File: src/rtl/core/dsc_pkg.sv
// ----------------------------------------------------------------------------
// dsc_pkg: shared types and constants of the degree sine/cosine core
// Fixed-point constants, stage payload types and divider sizing.
// ----------------------------------------------------------------------------
package dsc_pkg;

  // Number of series terms, including the leading term (valid range 4 to 16).
  localparam int TERMS = 10;

  // Angle reduction constants, in Q16.16 degrees where a fraction is present.
  localparam logic [24:0] DEG_HALF    = 25'(180 << 16);
  localparam logic [24:0] DEG_QUARTER = 25'(90 << 16);
  localparam logic [8:0]  DEG_FULL_INT = 9'd360;

  // Reciprocal of 360 used to reduce the integer degree count.
  localparam logic [13:0] MOD_RECIP = 14'd11650;
  localparam int          MOD_SHIFT = 22;

  // Degrees to radians, round(pi / 180 * 2^46).
  localparam logic [40:0] RAD_K = 41'd1228166276394;

  // 1.0 in Q2.62 and in Q2.30.
  localparam logic [63:0] ONE_Q62 = 64'h4000_0000_0000_0000;
  localparam logic [32:0] ONE_Q30 = 33'h0_4000_0000;

  // Constant divider sizing: 16-bit digits, divisors up to 930.
  localparam int CH_W        = 16;
  localparam int NCH         = 64 / CH_W;
  localparam int DIV_W       = 10;
  localparam int VAL_W       = DIV_W + CH_W;
  localparam int RC_W        = 27;
  localparam int RECIP_SHIFT = 27;

  // Item leaving the front end: folded angle in Q2.62 radians.
  typedef struct packed {
    logic        func;
    logic        neg;
    logic [63:0] x;
  } dsc_front_t;

  // Item travelling through the series pipeline.
  typedef struct packed {
    logic        func;
    logic        neg;
    logic [63:0] x2;
    logic [63:0] mag;
    logic [63:0] sum;
  } dsc_side_t;

endpackage

File: src/rtl/core/dsc_front.sv
// ----------------------------------------------------------------------------
// dsc_front: angle reduction and radian conversion
// Takes |angle| modulo 360 degrees, folds it into the first quadrant while
// tracking the sign, and scales it to Q2.62 radians over five stages.
// ----------------------------------------------------------------------------
module dsc_front import dsc_pkg::*; (
  input  logic               clk_i,
  input  logic               rst_ni,
  input  logic               en_i,
  input  logic               valid_i,
  input  logic               func_i,
  input  logic signed [31:0] angle_i,
  output logic               valid_o,
  output dsc_front_t         item_o
);

  logic [31:0] raw;
  logic [31:0] m_c;

  logic        s1_v_q, s1_func_q, s1_neg_q;
  logic [31:0] s1_m_q;
  logic [29:0] s1_prod_q;

  logic        s2_v_q, s2_func_q, s2_neg_q;
  logic [24:0] s2_r_q;
  logic [7:0]  quo_c;
  logic [16:0] rem_c;
  logic [16:0] rem_fix_c;

  logic        s3_v_q, s3_func_q, s3_neg_q;
  logic [22:0] s3_r_q;
  logic [24:0] r1_c;
  logic [24:0] r2_c;
  logic        neg1_c, neg2_c;

  logic        s4_v_q, s4_func_q, s4_neg_q;
  logic [54:0] s4_plo_q;
  logic [31:0] s4_phi_q;

  logic        s5_v_q, s5_func_q, s5_neg_q;
  logic [63:0] s5_x_q;

  // Magnitude of the angle; the most negative value gives 2^31 naturally.
  assign raw = angle_i;
  assign m_c = raw[31] ? (32'd0 - raw) : raw;

  // Integer degrees modulo 360: estimate the quotient, then correct once.
  always_comb begin
    quo_c     = s1_prod_q[29:MOD_SHIFT];
    rem_c     = {1'b0, s1_m_q[31:16]} - 17'(quo_c * DEG_FULL_INT);
    rem_fix_c = (rem_c >= 17'(DEG_FULL_INT)) ? (rem_c - 17'(DEG_FULL_INT)) : rem_c;
  end

  // Fold into the first quadrant.
  always_comb begin
    r1_c   = s2_r_q;
    neg1_c = s2_neg_q;
    if (s2_r_q > DEG_HALF) begin
      r1_c   = s2_r_q - DEG_HALF;
      neg1_c = ~s2_neg_q;
    end
    r2_c   = r1_c;
    neg2_c = neg1_c;
    if (r1_c > DEG_QUARTER) begin
      r2_c = DEG_HALF - r1_c;
      if (s2_func_q) begin
        neg2_c = ~neg1_c;
      end
    end
  end

  // Valid bits.
  always_ff @(posedge clk_i or negedge rst_ni) begin
    if (!rst_ni) begin
      s1_v_q <= 1'b0;
      s2_v_q <= 1'b0;
      s3_v_q <= 1'b0;
      s4_v_q <= 1'b0;
      s5_v_q <= 1'b0;
    end else if (en_i) begin
      s1_v_q <= valid_i;
      s2_v_q <= s1_v_q;
      s3_v_q <= s2_v_q;
      s4_v_q <= s3_v_q;
      s5_v_q <= s4_v_q;
    end
  end

  // Payload stages.
  always_ff @(posedge clk_i) begin
    if (en_i) begin
      s1_func_q <= func_i;
      s1_neg_q  <= ~func_i & raw[31];
      s1_m_q    <= m_c;
      s1_prod_q <= 30'(m_c[31:16] * MOD_RECIP);

      s2_func_q <= s1_func_q;
      s2_neg_q  <= s1_neg_q;
      s2_r_q    <= {rem_fix_c[8:0], s1_m_q[15:0]};

      s3_func_q <= s2_func_q;
      s3_neg_q  <= neg2_c;
      s3_r_q    <= r2_c[22:0];

      s4_func_q <= s3_func_q;
      s4_neg_q  <= s3_neg_q;
      s4_plo_q  <= 55'(s3_r_q * RAD_K[31:0]);
      s4_phi_q  <= 32'(s3_r_q * RAD_K[40:32]);

      s5_func_q <= s4_func_q;
      s5_neg_q  <= s4_neg_q;
      s5_x_q    <= {9'd0, s4_plo_q} + {s4_phi_q, 32'd0};
    end
  end

  assign valid_o     = s5_v_q;
  assign item_o.func = s5_func_q;
  assign item_o.neg  = s5_neg_q;
  assign item_o.x    = s5_x_q;

endmodule

File: config.mk
export PLATFORM = sky130hd
export DESIGN_NAME = dsc_front
export DESIGN_NICKNAME = d
export VERILOG_FILES = /design/src/rtl/core/dsc_pkg.sv /design/src/rtl/core/dsc_front.sv
export SDC_FILE = /design/constraint.sdc
export NUM_CORES = 2
export LEC_CHECK = 0
export BUFFER_PORTS_ARGS = -buffer_cell sky130_fd_sc_hd__buf_2
export CORE_ASPECT_RATIO = 1.2
export CORE_MARGIN = 1.5
export CORE_UTILIZATION = 60
export DETAILED_ROUTE_END_ITERATION = 10
export GPL_TIMING_DRIVEN = 0
export PLACE_DENSITY_LB_ADDON = 0.25
export SLEW_MARGIN = 20
export SYNTH_ARGS = -nofsm -noshare
export SYNTH_HDL_FRONTEND = slang
export SYNTH_SLANG_ARGS = --single-unit
File: constraint.sdc
create_clock -name clk_i -period 19.05 [get_ports clk_i]
set_input_delay 2.8575 -clock clk_i [delete_from_list [all_inputs] [get_ports clk_i]]
set_output_delay 2.8575 -clock clk_i [all_outputs]
set_load 0.03 [all_outputs]
==> impl_metrics.py <==
metrics = {
    "outcome": {
        "status": "complete, no violations",
    },
    "timing": {
        "worstMarginPinSlew_ns": 1.125,
        "finalCritPeriodShare_pct": 50.74,
        "fin_crit_ns": 9.666,
        "rsz0062_at_grt": "no",
        "finalClockSkew_ns": 0.01817,
        "slew_headroom_pct": 24.83,
        "tns_ns": 0,
        "timing_max_transition_violations_final": 0,
        "max_freq_mhz": 103.5,
        "hold_viol_final": 0,
        "finalSetupViolations": 0,
    },
    "logic_synthesis": {
        "syn_inst": 2914,
        "synth-xor-area-share_pct": 4.617,
        "synth_top_family_by_area": "adder cells",
        "synth_mux_area_share_pct": 0.5607,
        "synth.distinct_cells": 77,
        "synth_compound_area_share_pct": 10.48,
        "synth_flop_cell": "edfxtp_1",
        "avgSynthCellArea_sq_um": 10.41,
        "synth-edff-count": 244,
        "seq_area_frac_synth_pct": 24.55,
        "ys_ff_latch": 249,
        "async_flop_share_pct": 2.008,
        "synthMostInstantiatedCell": "inv_1",
        "synth-simple-area-share_pct": 7.747,
        "synthAdderAreaFrac_pct": 43.12,
        "yosys.area.top_type": "edfxtp_1",
        "synth.net_count": 3790,
        "synthesis.area_sq_um": 30350,
        "yosysTopAreaCellShare_pct": 24.14,
        "ys_warn_count": 0,
        "synth_common_cells": "inv_1 (673), ha_1 (494), fa_1 (345)",
        "synth.area.top_cells": "edfxtp_1 (24%), fa_1 (23%), ha_1 (20%), inv_1 (8.3%), xnor2_1 (3.4%)",
    },
    "layout": {
        "fillers": 3980,
        "area_growth_pct": 7.730,
        "layout.nets": 3923,
        "drive_above_1_share_pct": 6.197,
        "instances_no_fill": 3711,
    },
    "route": {
        "drc_errors": 0,
        "first_iter_violations": 1074,
        "postRouteAntennaNets": 0,
        "routedWlPerCell_microns": 18.99,
        "firstDrtPassIters": 6,
        "viasPerCell": 5.682,
        "via_count": 21085,
        "wirelength_microns": 70470,
    },
    "setup_path": {
        "reg2reg_setup_slack_ns": 10.74,
        "critPathMaxStageDelay_ns": 0.70,
        "crit_required_ns": 19.38,
        "critPathKind": "primary input to flop",
        "worstPathCellList": "buf_2 > or4_1 > or4_1 > nor3_1 > nand2_1 > o31ai_1 > xnor2_1 > ha_1 > fa_1 > inv_1 > fa_1 > inv_1 > fa_1 > ha_1 > ha_1 > nand3_1 > or4b_2 > o211ai_1 > a21o_1 > a221oi_1 > o21ai_0 > a21oi_1 > xnor2_1",
        "reg2regPathDepth": 20,
        "setup.worst_path.end_class": "flop",
        "r2r_end": "s4_plo_q[51]",
        "critPathLaunch": "angle_i[17]",
        "endpoint": "s1_prod_q[25]",
        "cpMaxStageDelayCell": "or4b_2",
        "timing.rr.start": "s3_r_q[20]",
        "cp-start-kind": "primary input",
        "crit_fanout": 6,
        "cp.arrival_ns": 10.00,
    },
    "floorplan": {
        "die_area_sq_um": 51950,
        "rows": 90,
        "start_util_pct": 60.56,
        "fp.dieH_microns": 249.4,
        "fp.dieW_microns": 208.3,
        "io_pins": 104,
        "core_sq_um": 50110,
    },
    "clock_network": {
        "clock-sinks": 249,
        "cts_resized": 0,
        "clock-root-buffer": "clkbuf_16",
        "cts_buffers": 27,
        "clock_path_buffers": 3,
        "holdBufCountCts": 0,
        "insertion_delay_ns": 0.58,
        "cts_tree": "yes",
        "cts_post_setup_buffers_inserted": 0,
        "htreeDepth": 1,
        "path_clk_slew_ns": 0.06,
    },
    "grt": {
        "grt_use_total_pct": 27.85,
        "grt_max_degree": 109,
        "grt_antenna_before_repair": 1,
        "grt_overflow": 0,
        "grt_pass1_vias": 22646,
        "grt_pass1_wl_microns": 114200,
    },
    "placement": {
        "dp.cells": 3662,
        "gp_congestion": 0.9628,
        "hpwl_microns": 59960,
        "portBuffers": 102,
    },
    "min_path": {
        "worstHoldPathType": "flop to flop",
    },
    "job": {
        "drv_cap": 0,
    },
}
## metrics by stage
step | util [%] | setup WS, ns | instance area (sq um) | hold slack (ns)
finish | 65.25 | 9.384 | 32700 | 0.4174
global route | 65.25 | 9.082 | 32700 | 0.4239
CTS | 65.22 | 9.446 | 32680 | 0.4185
detailed placement | 63.33 | 8.856 | 31740 | 0.4045
global placement | 63.19 | 8.969 | 31670 | 0.4004
floorplan | - | 9.920 | 30350 | 0.4003
## cell type report
type | instances | area, sq um | area share [%]
flip-flops and latches | 249 | 7452 | 22.79
repair buffers | 104 | 575.6 | 1.760
multi-input cells | 1953 | 20210 | 61.82
inverters | 673 | 2526 | 7.726
plain buffers | 39 | 175.2 | 0.5358
clock buffers | 31 | 690.7 | 2.112
clock inverters | 17 | 256.5 | 0.7845
well taps | 644 | 805.8 | 2.465
diodes | 1 | 2.502 | 0.007654
## cell families after synthesis
family | count (synthesis)
AO/OA/AOI/OAI | 474
XOR/XNOR | 160
adder cells (fa/ha/maj) | 839
buffers and inverters | 712
flip-flops | 249
multiplexers | 16
other | 1
AND/OR/NAND/NOR | 463
## cell usage in the layout, fill, tap and decap left out, types with 22 or more instances in the layout
master,n
a21o_1,49
a21oi_1,116
buf_2,103
clkbuf_1,35
clkbuf_16,27
edfxtp_1,244
fa_1,345
ha_1,494
inv_1,673
nand2_1,117
nand3_1,50
nor2_1,98
nor3_1,40
o21a_1,24
o21ai_0,89
o21bai_1,22
xnor2_1,119
xor2_1,41
## worst max-delay path, delay by kind of cell
family          cells  cell delay (ns)
fa+ha+maj           6             2.65
simple gates        6             2.47
compound gates      6             1.12
xor+xnor            2             0.63
buf+inv             3             0.27
## metal layers
metal	global-route usage (%)	vias up	part of all wire, %	routed length [microns]
met5	0	-	0	0
met4	12.66	0	4.9	3432
met3	2.303	171	3.3	2351
met2	52.41	518	52	36850
met1	31.96	10299	40	27840
li1	-	10097	-	-
## sequential cells by signal (all words and copies together) (netlist names), 8 cells and up
register and count:
s5_x_q 63, s4_plo_q 51, s1_m_q 32, s4_phi_q 32, s2_r_q 25, s3_r_q 23, s1_prod_q 8
## how the worst min path moves through the flow
stage                 start  cells after the start    endpoint
2_1_floorplan     s1_func_q                      0   s2_func_q
3_3_place_gp   s4_plo_q[23]                      0  s5_x_q[23]
3_5_place_dp   s4_plo_q[16]                      0  s5_x_q[16]
4_1_cts        s4_plo_q[17]                      0  s5_x_q[17]
5_1_grt        s4_plo_q[16]                      0  s5_x_q[16]
6_report          s1_m_q[8]                      0   s2_r_q[8]
Power is left out: the tool's default activity adds up to more than one toggle a clock period on the data nets, which glitch-free logic cannot reach.
